<file path="config.mk">
export PLATFORM = sky130hd
export DESIGN_NAME = qspi_instruction_frame_encoder_unit
export DESIGN_NICKNAME = d
export VERILOG_FILES = /design/src/design/qifenc_pkg.sv /design/src/design/qifenc_cfg.sv /design/src/design/qifenc_core.sv /design/src/design/qspi_instruction_frame_encoder_unit.sv
export SDC_FILE = /design/constraint.sdc
export NUM_CORES = 1
export LEC_CHECK = 0
export BUFFER_PORTS_ARGS = -buffer_cell sky130_fd_sc_hd__buf_2
export CAP_MARGIN = 20
export CORE_ASPECT_RATIO = 1.4
export CORE_MARGIN = 4
export CORE_UTILIZATION = 53
export CTS_CLUSTER_DIAMETER = 40
export DETAILED_ROUTE_END_ITERATION = 8
export HOLD_SLACK_MARGIN = 0.02
export MAX_ROUTING_LAYER = met4
export PLACE_DENSITY_LB_ADDON = 0.08
export SLEW_MARGIN = 20
export SYNTH_ARGS = -nofsm -noshare
export SYNTH_HDL_FRONTEND = slang
export SYNTH_SLANG_ARGS = --single-unit
</file>
<file path="constraint.sdc">
create_clock -name clk -period 9.7 [get_ports clk]
set_input_delay 1.94 -clock clk [delete_from_list [all_inputs] [get_ports clk]]
set_output_delay 1.94 -clock clk [all_outputs]
set_load 0.01 [all_outputs]
</file>
<file path="src/design/qifenc_pkg.sv">
package qifenc_pkg;

  localparam int unsigned NumModes = 7;
  localparam int unsigned InDataWidth = 64;
  localparam int unsigned OutDataWidth = 80;
  localparam int unsigned ApbAddrWidth = 1;
  localparam int unsigned ApbDataWidth = 32;

  localparam logic [ApbAddrWidth-1:0] AddrHasReadCodeReg = 1'b0;

  localparam logic [1:0] StatusOk = 2'd0;
  localparam logic [1:0] StatusNoMode = 2'd1;
  localparam logic [1:0] StatusBadAddrLen = 2'd2;

  localparam logic [1:0] DirNone = 2'd0;
  localparam logic [1:0] DirRead = 2'd1;
  localparam logic [1:0] DirWrite = 2'd2;

  localparam logic [24:0] FrInstEn = 25'h10;
  localparam logic [24:0] FrAddrEn = 25'h20;
  localparam logic [24:0] FrOptEn = 25'h40;
  localparam logic [24:0] FrDataEn = 25'h80;
  localparam logic [24:0] FrOptL8 = 25'h300;
  localparam logic [24:0] FrAddrL = 25'h400;
  localparam logic [24:0] FrWrite = 25'h2000;
  localparam logic [24:0] FrReadType = 25'h1000000;

  typedef struct packed {
    logic [1:0]  data_dir;
    logic [2:0]  data_width;
    logic        data_present;
    logic [2:0]  dummy_width;
    logic [3:0]  dummy_nbytes;
    logic [31:0] addr_value;
    logic [2:0]  addr_width;
    logic [2:0]  addr_nbytes;
    logic [2:0]  cmd_width;
    logic [7:0]  cmd_opcode;
  } op_t;

  typedef struct packed {
    logic        code_reg_select;
    logic [24:0] frame_word;
    logic [23:0] code_word;
    logic [26:0] addr_word;
    logic        op_supported;
    logic [1:0]  status;
  } frame_t;

  function automatic logic [8:0] mode_lanes(logic [2:0] idx);
    logic [8:0] l;
    begin
      unique case (idx)
        3'd0: l = {3'd1, 3'd1, 3'd1};
        3'd1: l = {3'd1, 3'd1, 3'd2};
        3'd2: l = {3'd1, 3'd1, 3'd4};
        3'd3: l = {3'd1, 3'd2, 3'd2};
        3'd4: l = {3'd1, 3'd4, 3'd4};
        3'd5: l = {3'd2, 3'd2, 3'd2};
        3'd6: l = {3'd4, 3'd4, 3'd4};
        default: l = '0;
      endcase
      return l;
    end
  endfunction

  function automatic logic [3:0] addr_byte_cycles(logic [2:0] aw);
    logic [3:0] c;
    begin
      case (aw)
        3'd1: c = 4'd8;
        3'd2: c = 4'd4;
        3'd3: c = 4'd2;
        3'd4: c = 4'd2;
        3'd5: c = 4'd1;
        3'd6: c = 4'd1;
        3'd7: c = 4'd1;
        default: c = 4'd0;
      endcase
      return c;
    end
  endfunction

  function automatic logic [6:0] dummy_div(logic [6:0] x, logic [2:0] d);
    logic [7:0]  recip;
    logic [14:0] prod;
    logic [6:0]  q;
    logic [9:0]  qd;
    logic [9:0]  r;
    begin
      case (d)
        3'd3: recip = 8'd85;
        3'd5: recip = 8'd51;
        3'd6: recip = 8'd42;
        3'd7: recip = 8'd36;
        default: recip = 8'd0;
      endcase
      prod = {8'd0, x} * {7'd0, recip};
      q = prod[14:8];
      qd = {3'd0, q} * {7'd0, d};
      r = {3'd0, x} - qd;
      if (r >= {7'd0, d}) begin
        q = q + 7'd1;
      end
      case (d)
        3'd1: q = x;
        3'd2: q = {1'b0, x[6:1]};
        3'd4: q = {2'b0, x[6:2]};
        3'd0: q = '0;
        default: ;
      endcase
      return q;
    end
  endfunction

endpackage

</file>
<file path="src/design/qifenc_cfg.sv">
module qifenc_cfg (
  input  logic                                   clk,
  input  logic                                   rst,
  input  logic                                   psel,
  input  logic                                   penable,
  input  logic                                   pwrite,
  input  logic [qifenc_pkg::ApbAddrWidth-1:0]    paddr,
  input  logic [qifenc_pkg::ApbDataWidth-1:0]    pwdata,
  output logic [qifenc_pkg::ApbDataWidth-1:0]    prdata,
  output logic                                   pready,
  output logic                                   has_read_code_reg
);

  logic wr_en;

  assign pready = 1'b1;
  assign wr_en = psel && penable && pwrite && (paddr == qifenc_pkg::AddrHasReadCodeReg);

  always_ff @(posedge clk) begin
    if (rst) begin
      has_read_code_reg <= 1'b0;
    end else if (wr_en) begin
      has_read_code_reg <= pwdata[0];
    end
  end

  always_comb begin
    prdata = '0;
    if (paddr == qifenc_pkg::AddrHasReadCodeReg) begin
      prdata[0] = has_read_code_reg;
    end
  end

endmodule

</file>
<file path="src/design/qifenc_core.sv">
module qifenc_core (
  input  qifenc_pkg::op_t    op,
  input  logic               has_read_code_reg,
  output qifenc_pkg::frame_t res
);

  logic       found;
  logic [2:0] mode;
  logic [8:0] lanes;
  logic [6:0] dcyc;
  logic [6:0] dcyc_adj;
  logic [3:0] abyte;
  logic       bad_len;
  logic       supported;
  logic [26:0] iar;
  logic [23:0] icr;
  logic [24:0] ifr;

  always_comb begin
    found = 1'b0;
    mode = '0;
    lanes = '0;
    for (int i = qifenc_pkg::NumModes - 1; i >= 0; i--) begin
      lanes = qifenc_pkg::mode_lanes(3'(i));
      if (op.cmd_width == lanes[8:6] &&
          (op.addr_nbytes == 3'd0 || op.addr_width == lanes[5:3]) &&
          (!op.data_present || op.data_width == lanes[2:0])) begin
        found = 1'b1;
        mode = 3'(i);
      end
    end
  end

  always_comb begin
    supported = found && !(op.addr_nbytes == 3'd2 && op.cmd_width != op.addr_width &&
                           op.dummy_nbytes == 4'd0);
    dcyc = '0;
    if (op.dummy_width != 3'd0 && op.dummy_nbytes != 4'd0) begin
      dcyc = qifenc_pkg::dummy_div({op.dummy_nbytes, 3'b000}, op.dummy_width);
    end
    abyte = qifenc_pkg::addr_byte_cycles(op.addr_width);
    dcyc_adj = dcyc;
    iar = '0;
    icr = {16'd0, op.cmd_opcode};
    ifr = qifenc_pkg::FrInstEn | {22'd0, mode};
    bad_len = 1'b0;
    if (op.addr_width != 3'd0) begin
      case (op.addr_nbytes)
        3'd0: ;
        3'd1: begin
          ifr = ifr | qifenc_pkg::FrOptEn | qifenc_pkg::FrOptL8;
          icr[23:16] = op.addr_value[7:0];
        end
        3'd2: begin
          if (dcyc < {3'd0, abyte}) begin
            ifr = (ifr & ~qifenc_pkg::FrInstEn) | qifenc_pkg::FrAddrEn;
            iar = {3'd0, op.cmd_opcode, op.addr_value[15:0]};
          end else begin
            ifr = ifr | qifenc_pkg::FrAddrEn;
            iar = {3'd0, op.addr_value[15:0], 8'd0};
            dcyc_adj = dcyc - {3'd0, abyte};
          end
        end
        3'd3: begin
          ifr = ifr | qifenc_pkg::FrAddrEn;
          iar = {3'd0, op.addr_value[23:0]};
        end
        3'd4: begin
          ifr = ifr | qifenc_pkg::FrAddrEn | qifenc_pkg::FrAddrL;
          iar = op.addr_value[26:0];
        end
        default: bad_len = 1'b1;
      endcase
    end
    ifr[20:16] = dcyc_adj[4:0];
    if (op.data_present) begin
      ifr = ifr | qifenc_pkg::FrDataEn;
    end
    res.code_reg_select = 1'b0;
    if (has_read_code_reg) begin
      if (op.addr_nbytes == 3'd0 && op.data_dir == qifenc_pkg::DirRead) begin
        ifr = ifr | qifenc_pkg::FrReadType;
      end
      res.code_reg_select = (op.data_dir == qifenc_pkg::DirRead);
    end else if (op.data_dir == qifenc_pkg::DirWrite) begin
      ifr = ifr | qifenc_pkg::FrWrite;
    end

    res.op_supported = supported;
    res.status = qifenc_pkg::StatusOk;
    res.addr_word = iar;
    res.code_word = icr;
    res.frame_word = ifr;
    if (!found || bad_len) begin
      res.status = found ? qifenc_pkg::StatusBadAddrLen : qifenc_pkg::StatusNoMode;
      res.addr_word = '0;
      res.code_word = '0;
      res.frame_word = '0;
      res.code_reg_select = 1'b0;
    end
  end

endmodule

</file>
<file path="src/design/qspi_instruction_frame_encoder_unit.sv">
// Serial-flash instruction frame encoder.
// One operation enters per beat on the s_axis channel; s_tdata carries the
// opcode, lane widths, address length and value, dummy bytes, data presence
// and data direction. The m_axis channel returns one beat per operation with
// the status, support verdict, address word, code word, frame word and code
// register select.
// The APB port holds one register, has_read_code_reg, at byte address 0.
// Each beat passes through the input register and then the result register,
// with the encode logic in between. Throughput is one operation per cycle
// while the receiver does not stall.
// When the receiver stalls, the result register holds its beat and the
// input register fills; s_tready drops only when both are occupied, so no
// beat is lost or repeated.
// Reset empties both stages and clears has_read_code_reg to 0.
module qspi_instruction_frame_encoder_unit (
  input  logic                                     clk,
  input  logic                                     rst,
  input  logic                                     s_tvalid,
  output logic                                     s_tready,
  // cmd_opcode, cmd_width, addr_nbytes, addr_width, addr_value,
  // dummy_nbytes, dummy_width, data_present, data_width, data_dir
  input  logic [qifenc_pkg::InDataWidth-1:0]       s_tdata,
  output logic                                     m_tvalid,
  input  logic                                     m_tready,
  // status, op_supported, addr_word, code_word, frame_word, code_reg_select
  output logic [qifenc_pkg::OutDataWidth-1:0]      m_tdata,
  input  logic                                     psel,
  input  logic                                     penable,
  input  logic                                     pwrite,
  input  logic [qifenc_pkg::ApbAddrWidth-1:0]      paddr,
  input  logic [qifenc_pkg::ApbDataWidth-1:0]      pwdata,
  output logic [qifenc_pkg::ApbDataWidth-1:0]      prdata,
  output logic                                     pready
);

  logic               has_read_code_reg;
  logic               in_valid;
  qifenc_pkg::op_t    in_op;
  qifenc_pkg::frame_t enc_res;
  qifenc_pkg::frame_t out_res;
  logic               out_free;
  logic               in_free;

  qifenc_cfg u_cfg (
    .clk               (clk),
    .rst               (rst),
    .psel              (psel),
    .penable           (penable),
    .pwrite            (pwrite),
    .paddr             (paddr),
    .pwdata            (pwdata),
    .prdata            (prdata),
    .pready            (pready),
    .has_read_code_reg (has_read_code_reg)
  );

  qifenc_core u_core (
    .op                (in_op),
    .has_read_code_reg (has_read_code_reg),
    .res               (enc_res)
  );

  assign out_free = !m_tvalid || m_tready;
  assign in_free = !in_valid || out_free;
  assign s_tready = in_free;

  always_ff @(posedge clk) begin
    if (rst) begin
      in_valid <= 1'b0;
      m_tvalid <= 1'b0;
    end else begin
      if (in_free) begin
        in_valid <= s_tvalid;
      end
      if (out_free) begin
        m_tvalid <= in_valid;
      end
    end
  end

  always_ff @(posedge clk) begin
    if (in_free && s_tvalid) begin
      in_op <= qifenc_pkg::op_t'(s_tdata[61:0]);
    end
    if (out_free && in_valid) begin
      out_res <= enc_res;
    end
  end

  assign m_tdata = out_res;

endmodule

</file>
Word-level counts from Yosys, hierarchy flattened
Cells that the tools add are included.
{"block": "word_totals", "out_inout_bits": 115, "ff_bits": 140, "wordCells": 143}
{"block": "op_classes", "n_eq_ne": 27, "addsub": 3, "muxes": 36, "reduce_logical": 48, "bitwise": 4, "n_mul": 2, "n_lt_le_gt_ge": 2}
{"cell": "25-bit one-hot mux with 4 select lines", "n": 1}
{"cell": "27-bit one-hot mux with 3 select lines", "n": 1}
{"cell": "25-bit 2-to-1 mux", "n": 3}
{"cell": "7-bit one-hot mux with 4 select lines", "n": 2}
{"cell": "3-bit == test (second input constant)", "n": 11}
{"cell": "3-bit by 2-bit == test with 1-bit output (second input constant)", "n": 8}
{"cell": "24-bit 2-to-1 mux", "n": 1}
{"cell": "1-bit logical AND", "n": 22}
{"cell": "3-bit 2-to-1 mux", "n": 7}
{"cell": "5-bit 2-to-1 mux", "n": 4}
{"cell": "8-bit 2-to-1 mux", "n": 2}
{"cell": "4-bit one-hot mux with 4 select lines", "n": 1}
{"cell": "3-bit by 1-bit == test with 1-bit output (second input constant)", "n": 5}
{"cell": "14-bit 2-to-1 mux", "n": 1}
{"cell": "7-bit 2-to-1 mux", "n": 2}
{"cell": "4-bit by 8-bit multiplier with 12-bit output", "n": 1}
{"cell": "10-bit by 3-bit greater-or-equal comparator with 1-bit output", "n": 1}
{"cell": "7-bit by 3-bit multiplier with 10-bit output", "n": 1}
{"cell": "1-bit 2-to-1 mux", "n": 10}
{"cell": "7-bit by 10-bit subtractor with 10-bit output", "n": 1}
{"cell": "1-bit logical OR", "n": 9}
{"cell": "7-bit by 1-bit adder with 7-bit output (second input constant)", "n": 1}
{"cell": "7-bit by 4-bit less-than comparator with 1-bit output", "n": 1}
{"cell": "3-bit logical NOT", "n": 2}
{"cell": "13 further kinds", "n": 24}

Longest topological paths before layout
Gate-level depths: netlist (run 1).
{"block": "logic_depth", "ltp_word": 17, "ltp_mapped": 39, "mapped_depth_nobuf": 36}

Cells and area by module
Synthesis (run 1) repeated with hierarchy kept, for this count alone.
{"block": "hier_totals", "cells_unflattened": 694, "area_unflattened_um2": 8196.6}
{"module": "qspi_instruction_frame_encoder_unit", "cells_each": 152, "area_per_inst_um2": 4367.9, "n_inst": 1}
{"module": "qifenc_core", "cells_each": 502, "area_per_inst_um2": 3519.6, "n_inst": 1}
{"module": "qifenc_cfg", "cells_each": 40, "area_per_inst_um2": 309.0, "n_inst": 1}

Least setup slack after synthesis (run 1)
Ideal clock, no wire load.
{"block": "synth_path", "path_type": "reg2reg", "start": "register in_op[55] (netlist bit)", "end": "register out_res, in the netlist m_tdata[25] (data pin)", "required_ns": 9.439, "path_stages_with_launch": 38, "period_less_slack_ns": 8.916, "path_buffers": 3, "setup_ns": 0.261, "path_slack_ns": 0.784, "arrival_time_ns": 8.655, "cell_sequence": "edfxtp_1 -> buf_4 -> clkbuf_1 -> xor2_1 -> and3_1 -> inv_1 -> fa_1 -> fa_1 -> inv_1 -> ha_1 -> o21a_1 -> o21a_4 -> o211ai_1 -> nand3b_1 -> and2_1 -> nor2_1 -> nand2_1 -> fa_1 -> [2 not listed] -> inv_1 -> ha_1 -> inv_1 -> a221oi_1 -> nand4b_1 -> nor4_2 -> nand3b_1 -> mux2_2 -> a32o_1 -> ha_1 -> a21o_1 -> a21o_1 -> a21o_1 -> or4_4 -> inv_1 -> a211oi_4 -> buf_6 -> a221o_1"}
{"block": "synth_via", "elab_chain_len": 13}
{"element": "from (decl)", "line_no": "qspi_instruction_frame_encoder_unit.sv:38", "rtl": "qifenc_pkg::op_t in_op;"}
{"element": "from (signal assigned)", "line_no": "qspi_instruction_frame_encoder_unit.sv:83", "rtl": "in_op <= qifenc_pkg::op_t'(s_tdata[61:0]);"}
{"element": "3-bit == test or 3-bit by 2-bit == test with 1-bit output (tied branches)", "line_no": "qifenc_pkg.sv:91", "rtl": "case (d)"}
{"element": "7-bit one-hot mux with 4 select lines", "line_no": "qifenc_pkg.sv:91"}
{"element": "8-bit 2-to-1 mux", "line_no": "qifenc_core.sv:38", "rtl": "if (op.dummy_width != 3'd0 && op.dummy_nbytes != 4'd0) begin"}
{"element": "4-bit by 8-bit multiplier with 12-bit output", "line_no": "qifenc_pkg.sv:98", "rtl": "prod = {8'd0, x} * {7'd0, recip};"}
{"element": "7-bit by 3-bit multiplier with 10-bit output", "line_no": "qifenc_pkg.sv:100", "rtl": "qd = {3'd0, q} * {7'd0, d};"}
{"element": "7-bit by 10-bit subtractor with 10-bit output", "line_no": "qifenc_pkg.sv:101", "rtl": "r = {3'd0, x} - qd;"}
{"element": "10-bit by 3-bit greater-or-equal comparator with 1-bit output", "line_no": "qifenc_pkg.sv:102", "rtl": "if (r >= {7'd0, d}) begin"}
{"element": "7-bit 2-to-1 mux", "line_no": "qifenc_pkg.sv:102"}
{"element": "7-bit one-hot mux with 4 select lines", "line_no": "qifenc_pkg.sv:105", "rtl": "case (d)"}
{"element": "7-bit 2-to-1 mux (*)", "line_no": "qifenc_core.sv:38"}
{"element": "7-bit by 4-bit less-than comparator with 1-bit output (*)", "line_no": "qifenc_core.sv:55", "rtl": "if (dcyc < {3'd0, abyte}) begin"}
{"element": "24-bit 2-to-1 mux (*)", "line_no": "qifenc_core.sv:55"}
{"element": "27-bit one-hot mux with 3 select lines (*)", "line_no": "qifenc_core.sv:48", "rtl": "case (op.addr_nbytes)"}
{"element": "to (signal assigned)", "line_no": "qspi_instruction_frame_encoder_unit.sv:86", "rtl": "out_res <= enc_res;"}
{"element": "to (decl)", "line_no": "qspi_instruction_frame_encoder_unit.sv:40", "rtl": "qifenc_pkg::frame_t out_res;"}
Every way passes the cells marked *; elsewhere a longest branch is shown, timed or not. The select of a mux whose other input is x is not followed.
A chain may end at the register's enable or synchronous reset.

Final worst setup path (run 1)
{"block": "layout_path", "start": "register in_op[54] (netlist bit)", "end": "register out_res, in the netlist m_tdata[20] (data pin)"}
Same word-level chain as after synthesis.

==> results by group, run 1 <==
Status
  – Status: complete, no violations

Flow run
  – Max_cap viols: 0

Global route
  – GRT Residual Overflow: 0
  – Tot GR Track Use: 0.232
  – First-pass GRT wire length: 27.6 mm
  – Vias in the first global route: 5,613
  – Initial antenna violation count: 0
  – Largest net degree at the start of global routing: 63

STA
  – Hold slack final: 538 ps
  – Measured slew at the worst slew-check pin: 911 ps
  – Max-slew headroom: 0.388
  – Final setup violation count: 0
  – Max Clock Skew: 8.65 ps
  – Final period utilization: 0.946
  – Slew Viols, Final: 0
  – Hold Fails Final Rpt: 0
  – FMAX: 0.109 GHz
  – Fin crit period: 9170 ps

Synthesis
  – Most used DFF post-synth: edfxtp_1
  – Leading area contributor after synthesis: edfxtp_1
  – Yosys reg bits: 122
  – Register area share after synthesis: 0.487
  – Share of flip-flops with an asynchronous set or reset: 0
  – EDFF count, synth: 119
  – Warnings, synthesis: 0
  – Cells after Synth: 653
  – Share of the synthesized area in the top cell type: 0.479
  – Top post-synthesis cells by area: edfxtp_1 (48%), buf_4 (5.4%), fa_1 (5.4%)
  – Cell variety after synth: 76
  – Post-Syn Area: 7460 um2
  – Syn_area_per_cell: 11.4 um2

Cells and area
  – Nets@finish: 966
  – Register area: 3630 um2
  – Layout Cells excl Fill: 1,008
  – Layout cell share with drive strength beyond 1: 0.293
  – ANT cells: 0
  – Max reg flops: 62
  – Area occupied by multi-input gates: 3340 um2
  – Layout overhead on the synthesized area: 19.6%
  – Fill cells: 1,161

Clock tree
  – CTS tree: done
  – Clk buf depth: 2
  – Hold Buf Count CTS: 0
  – CTS root buffer: clkbuf_16
  – Worst-path clk slew: 60 ps
  – H-Tree Level Count: 4
  – Worst skew pair latency: 420 ps
  – Clock sinks: 122
  – Num CTS Buffers: 17

Power and ir drop
  – Total Power: 1.61 mW
  – LEAKAGE: 3.85 nW
  – VDD IR max: 0.141 mV
  – Pwr dens: 180 nW/um2

Placed design
  – Hpwl dp: 13.6 mm
  – Cell count after placement: 974
  – Port bufs: 132
  – Routability congestion estimate from global placement: 0.946

Setup path
  – Slowest CP cell: fa_1
  – Crit end category: register
  – Cell family with most CP delay: adder cells
  – Crit path DAT: 9330 ps
  – Startpoint Class: register
  – WS Path Type: reg -> reg
  – Most used cell, CP: inv_1
  – Buf+Inv Stages, Crit Path: 8
  – CP max stage delay: 540 ps
  – WP data required: 9860 ps
  – Crit Path Max Fanout: 11

Routing
  – Vias post-DR: 5,433
  – Post-DRT Antenna Nets: 0
  – Avg Vias per Cell: 5.39
  – Initial DRT Pass Iterations: 5
  – Initial DRC count: 307
  – Wire length per cell: 17.7 um
  – Final wirelength: 17.8 mm
  – DRC viols: 0

Die
  – Row Count: 51
  – Io pins: 219
  – Die X: 108 um
  – Core area: 13,800 um2
  – Initial Util: 0.539
  – Die Ht: 148 um
  – Die Area: 16,100 um2

Worst hold path
  – Worst min path class: reg -> reg
-- power breakdown --
group	internal [mW]	leakage, nW	switching (mW)
clock	0.362	0.279	0.256
combinational	0.153	2.44	0.210
sequential	0.610	1.13	0.0189
-- Yosys cell counts, types with 6 or more instances --
library cell    n
nor3_1         17
a221o_2         6
edfxtp_1      119
a21oi_1        18
and2_1         39
buf_4          54
fa_1           20
and3_1         19
a32o_2          8
nor2_1         46
xnor2_1         7
clkbuf_1       13
inv_1          52
nand3_1         7
mux2i_1         7
ha_1           32
o21ai_0        12
nor2b_1        10
nand2_1        43
xor2_1          9
-- placed cells by master, fill, tap and decap left out, types with 4 or more instances in the layout --
cell / netlist / final
nand2_1: 43 / 43
a32o_2: 8 / 8
ha_1: 32 / 32
nand4b_1: 4 / 4
o211ai_1: 5 / 5
a21oi_1: 18 / 18
xor2_1: 9 / 8
a221o_2: 6 / 6
a21o_1: 5 / 5
nor2b_1: 10 / 9
o211a_1: 4 / 4
clkbuf_16: 0 / 17
edfxtp_1: 119 / 119
xnor2_1: 7 / 7
fa_1: 20 / 20
and3_1: 19 / 19
a221oi_1: 4 / 4
nor2_1: 46 / 45
buf_4: 54 / 29
and2_1: 39 / 38
or3_1: 5 / 5
conb_1: 2 / 48
nand3_1: 7 / 7
buf_2: 3 / 132
nor3_1: 17 / 17
inv_6: 0 / 5
nor3b_1: 5 / 5
nand2b_1: 5 / 5
o21ai_0: 12 / 12
mux2i_1: 7 / 7
inv_1: 52 / 52
-- worst paths after layout --
| path | slack (ps) | endpoint | from | depth (start not counted) |
|---|---|---|---|---|
| worst max-delay path | 530 | m_tdata[20]$_SDFFCE_PP0P_ | in_op[54]$_DFFE_PP_ | 36 |
| worst min-delay path | 540 | m_tvalid$_SDFFE_PP0P_ | in_valid$_SDFFE_PP0N_ | 2 |
| worst max register to register | 530 | m_tdata[20]$_SDFFCE_PP0P_ | in_op[54]$_DFFE_PP_ | 36 |
| worst min register to register | 540 | m_tvalid$_SDFFE_PP0P_ | in_valid$_SDFFE_PP0N_ | 2 |
-- area by class of cell --
| cell class | count | area share |
|---|---|---|
| Clock buffer | 17 | 0.0477 |
| Clock inverter | 15 | 0.0177 |
| Inverter | 53 | 0.0223 |
| Multi-Input combinational cell | 452 | 0.375 |
| Sequential cell | 122 | 0.407 |
| Tap cell | 185 | 0.0259 |
| Timing Repair Buffer | 164 | 0.104 |
-- per-stage QoR --
| stage | utilization | setup TNS, ps | worst slack (ps) | cell area [um2] |
|---|---|---|---|---|
| 6_report | 0.644 | 0 | 527 | 8920 |
| 5_1_grt | 0.644 | -5.82 | -4.12 | 8920 |
| 4_1_cts | 0.642 | 0 | 384 | 8880 |
| 3_5_place_dp | 0.599 | 0 | 466 | 8300 |
| 3_3_place_gp | 0.599 | 0 | 579 | 8300 |
| 2_1_floorplan | - | 0 | 784 | 7630 |
-- what timing repair did --
item / in CTS / in global routing
buffers inserted: 0 / 2
gates resized for setup: 0 / 3
endpoints found under the setup margin: 0 / 28
-- cells by family (layout without fill, tap and decap cells) --
logic type	count (synthesis)	in the layout	synth area share
and+or+nand+nor	224	224	0.164
buffers and inverters	125	249	0.0916
DFF	122	122	0.487
AOI/OAI and AO/OA	101	101	0.115
adders and majority gates	52	52	0.107
xor gates and xnor gates	16	16	0.0188
muxes	11	11	0.0158
other	2	48	0.00101
-- worst reg2reg max path: cells and delay by family (launching register included) --
kind            cells  cell delay, ps
buf+inv             8             730
fa+ha+maj           7            3020
compound gates     10            2320
flops               1             530
mux                 1             300
simple gates       10            2040
-- routing by layer --
| layer | GRT usage | vias to the layer above | wire length [um] |
|---|---|---|---|
| met4 | 0.108 | 0 | 643 |
| li1 | - | 2562 | - |
| met3 | 0.0495 | 37 | 1100 |
| met5 | - | - | 0 |
| met2 | 0.406 | 196 | 9650 |
| met1 | 0.247 | 2638 | 6400 |
Note: power is estimated with default switching activity, not from simulation.
==> run 2: changes to the inputs <==
--- a/config.mk
+++ b/config.mk
@@ -5,10 +5,10 @@
 export SDC_FILE = /design/constraint.sdc
 export NUM_CORES = 1
 export LEC_CHECK = 0
+export ABC_AREA = 1
 export BUFFER_PORTS_ARGS = -buffer_cell sky130_fd_sc_hd__buf_2
 export CAP_MARGIN = 20
 export CORE_ASPECT_RATIO = 1.4
-export CORE_MARGIN = 4
 export CORE_UTILIZATION = 53
 export CTS_CLUSTER_DIAMETER = 40
 export DETAILED_ROUTE_END_ITERATION = 8
==> results by group, run 2 <==
Routing
  – Routed met1 length: 6.37 mm
  – Initial DRC count: 252
  – Wire length per cell: 14.7 um
  – Met3 wire len: 663 um
  – Post-DRT Antenna Nets: 0
  – Initial DRT Pass Iterations: 4
  – Final wirelength: 16.9 mm
  – Vias post-DR: 5,715
  – Metal2 WL: 9.28 mm
  – DRC viols: 0
  – Avg Vias per Cell: 5.00
  – Top sig layer: met4

Cells and area
  – ANT cells: 0
  – Layout overhead on the synthesized area: 17.5%
  – Area occupied by multi-input gates: 3050 um2
  – Register area: 3630 um2
  – Commonest non-fill, non-tap cell in the layout: nand2_1
  – Max reg flops: 62
  – Fill cells: 1,195
  – Layout cell share with drive strength beyond 1: 0.212
  – Nets@finish: 1,102
  – Commonest non-fill, non-tap cells in the layout: nand2_1 (144), inv_1 (143), buf_2 (132)

Power and ir drop
  – Pwr dens: 194 nW/um2
  – VDD IR max: 0.174 mV
  – LEAKAGE: 4.27 nW

Synthesis
  – Post-synthesis adder-cell area fraction: 0.107
  – Synth Area in Compound Gates: 0.0412
  – Share of the synthesized area in the top cell type: 0.476
  – Leading area contributor after synthesis: edfxtp_1
  – Syn_area_per_cell: 9.30 um2
  – Register area share after synthesis: 0.484
  – Warnings, synthesis: 0
  – Cell variety after synth: 40
  – Most used DFF post-synth: edfxtp_1
  – XOR/XNOR share of the synthesized area: 0.0140
  – Post-Syn Area: 7500 um2
  – Cells after Synth: 807
  – EDFF count, synth: 119
  – Mux share of post-synthesis cell area: 0
  – Yosys reg bits: 122
  – Synth Area in Simple Gates: 0.218
  – Share of flip-flops with an asynchronous set or reset: 0
  – Top post-synthesis cells by area: edfxtp_1 (48%), inv_1 (7.2%), nand2_1 (7.2%)
  – Synth top cells by count: inv_1 (144), nand2_1 (144), edfxtp_1 (119)
  – Largest family of logic cells by synthesized area: simple AND/OR/NAND/NOR gates

Die
  – Die Area: 14,600 um2
  – Die Ht: 143 um
  – Die X: 103 um
  – Io pins: 219
  – Core area: 13,800 um2
  – Row Count: 51
  – Initial Util: 0.542

Clock tree
  – Post-CTS setup buffers: 0
  – Clock sinks: 122
  – Hold Buf Count CTS: 0
  – Cts repair resizes: 0
  – CTS tree: done
  – Clk buf depth: 2
  – Worst-path clk slew: 60 ps
  – H-Tree Level Count: 4
  – Num CTS Buffers: 17
  – Worst skew pair latency: 410 ps
  – CTS root buffer: clkbuf_16

STA
  – FMAX: 0.113 GHz
  – Max-slew headroom: 0.318
  – Hold slack final: 485 ps
  – Final setup violation count: 0
  – Hold Fails Final Rpt: 0
  – Final period utilization: 0.910
  – Slew Viols, Final: 0
  – Fin Setup TNS: 0 ps
  – RSZ-0062 raised after global routing: no
  – Fin crit period: 8820 ps
  – Max Clock Skew: 5.94 ps
  – Measured slew at the worst slew-check pin: 1020 ps

Worst hold path
  – Worst min path class: reg -> reg

Flow run
  – Max_cap viols: 0

Global route
  – Vias in the first global route: 5,781
  – Tot GR Track Use: 0.247
  – GRT Residual Overflow: 0
  – Initial antenna violation count: 0
  – First-pass GRT wire length: 26.3 mm
  – Largest net degree at the start of global routing: 51

Setup path
  – Startpoint Class: register
  – R2R setup slack: 880 ps
  – Crit path DAT: 8980 ps
  – WP data required: 9850 ps
  – CP max stage delay: 690 ps
  – Most used cell, CP: nand2_1
  – Crit end category: register
  – Crit Path Max Fanout: 15
  – WS Path Type: reg -> reg
  – Slowest CP cell: edfxtp_1

Status
  – Status: complete, no violations

Placed design
  – Routability congestion estimate from global placement: 0.953
  – Port bufs: 132
  – Hpwl dp: 13.0 mm
==> run 2: logic make-up after synthesis <==
group	after synthesis
other cells	2
xor+xnor	12
flops	122
fa+ha+maj	52
buf+inv	211
simple gates	355
compound gates	53
==> run 2: worst max-delay path, delay by kind of cell, from the launching register on <==
family / cells / cell delay, ps
flops: 1 / 690
buf+inv: 8 / 740
xor+xnor: 2 / 300
fa+ha+maj: 7 / 3090
simple gates: 24 / 2890
compound gates: 5 / 850
==> run 2: final timing paths <==
path | start | endpoint | cells after the start
setup / recovery | in_op[53]$_DFFE_PP_ | m_tdata[70]$_SDFFCE_PP0P_ | 46
hold / removal | u_cfg.has_read_code_reg$_SDFFE_PP0P_ | u_cfg.has_read_code_reg$_SDFFE_PP0P_ | 2
setup reg to reg | in_op[53]$_DFFE_PP_ | m_tdata[70]$_SDFFCE_PP0P_ | 46
hold reg to reg | u_cfg.has_read_code_reg$_SDFFE_PP0P_ | u_cfg.has_read_code_reg$_SDFFE_PP0P_ | 2
==> run 2: metal layers <==
layer	global-route usage	vias to the layer above
li1	-	2814
met1	0.248	2697
met2	0.452	158
met3	0.0396	46
met4	0.123	0
met5	-	-
==> run 2: power breakdown <==
group          internal, mW  total (mW)  switching, mW
Sequential            0.605       0.618         0.0134
Combinational         0.142       0.409          0.267
Clock                 0.457       0.686          0.229
Total                  1.20        1.71          0.510
==> run 2: area by class of cell <==
cell class / instances / area share
well taps: 185 / 0.0263
repair buffers: 136 / 0.0784
clock buffers: 18 / 0.0487
flip-flops and latches: 122 / 0.412
multi-input cells: 520 / 0.346
clock inverters: 14 / 0.0247
inverters: 149 / 0.0640
==> run 2: per-stage QoR <==
stage,worst slack [ps],power [mW],instance area (um2),utilization,instances
after floorplan,2100,0.955,7670,-,853
after global placement,1090,1.02,8170,0.590,1112
after detailed placement,1010,1.04,8170,0.590,1112
after CTS,949,1.72,8810,0.636,1144
after global routing,243,1.80,8810,0.636,1144
final,878,1.71,8810,0.636,1144
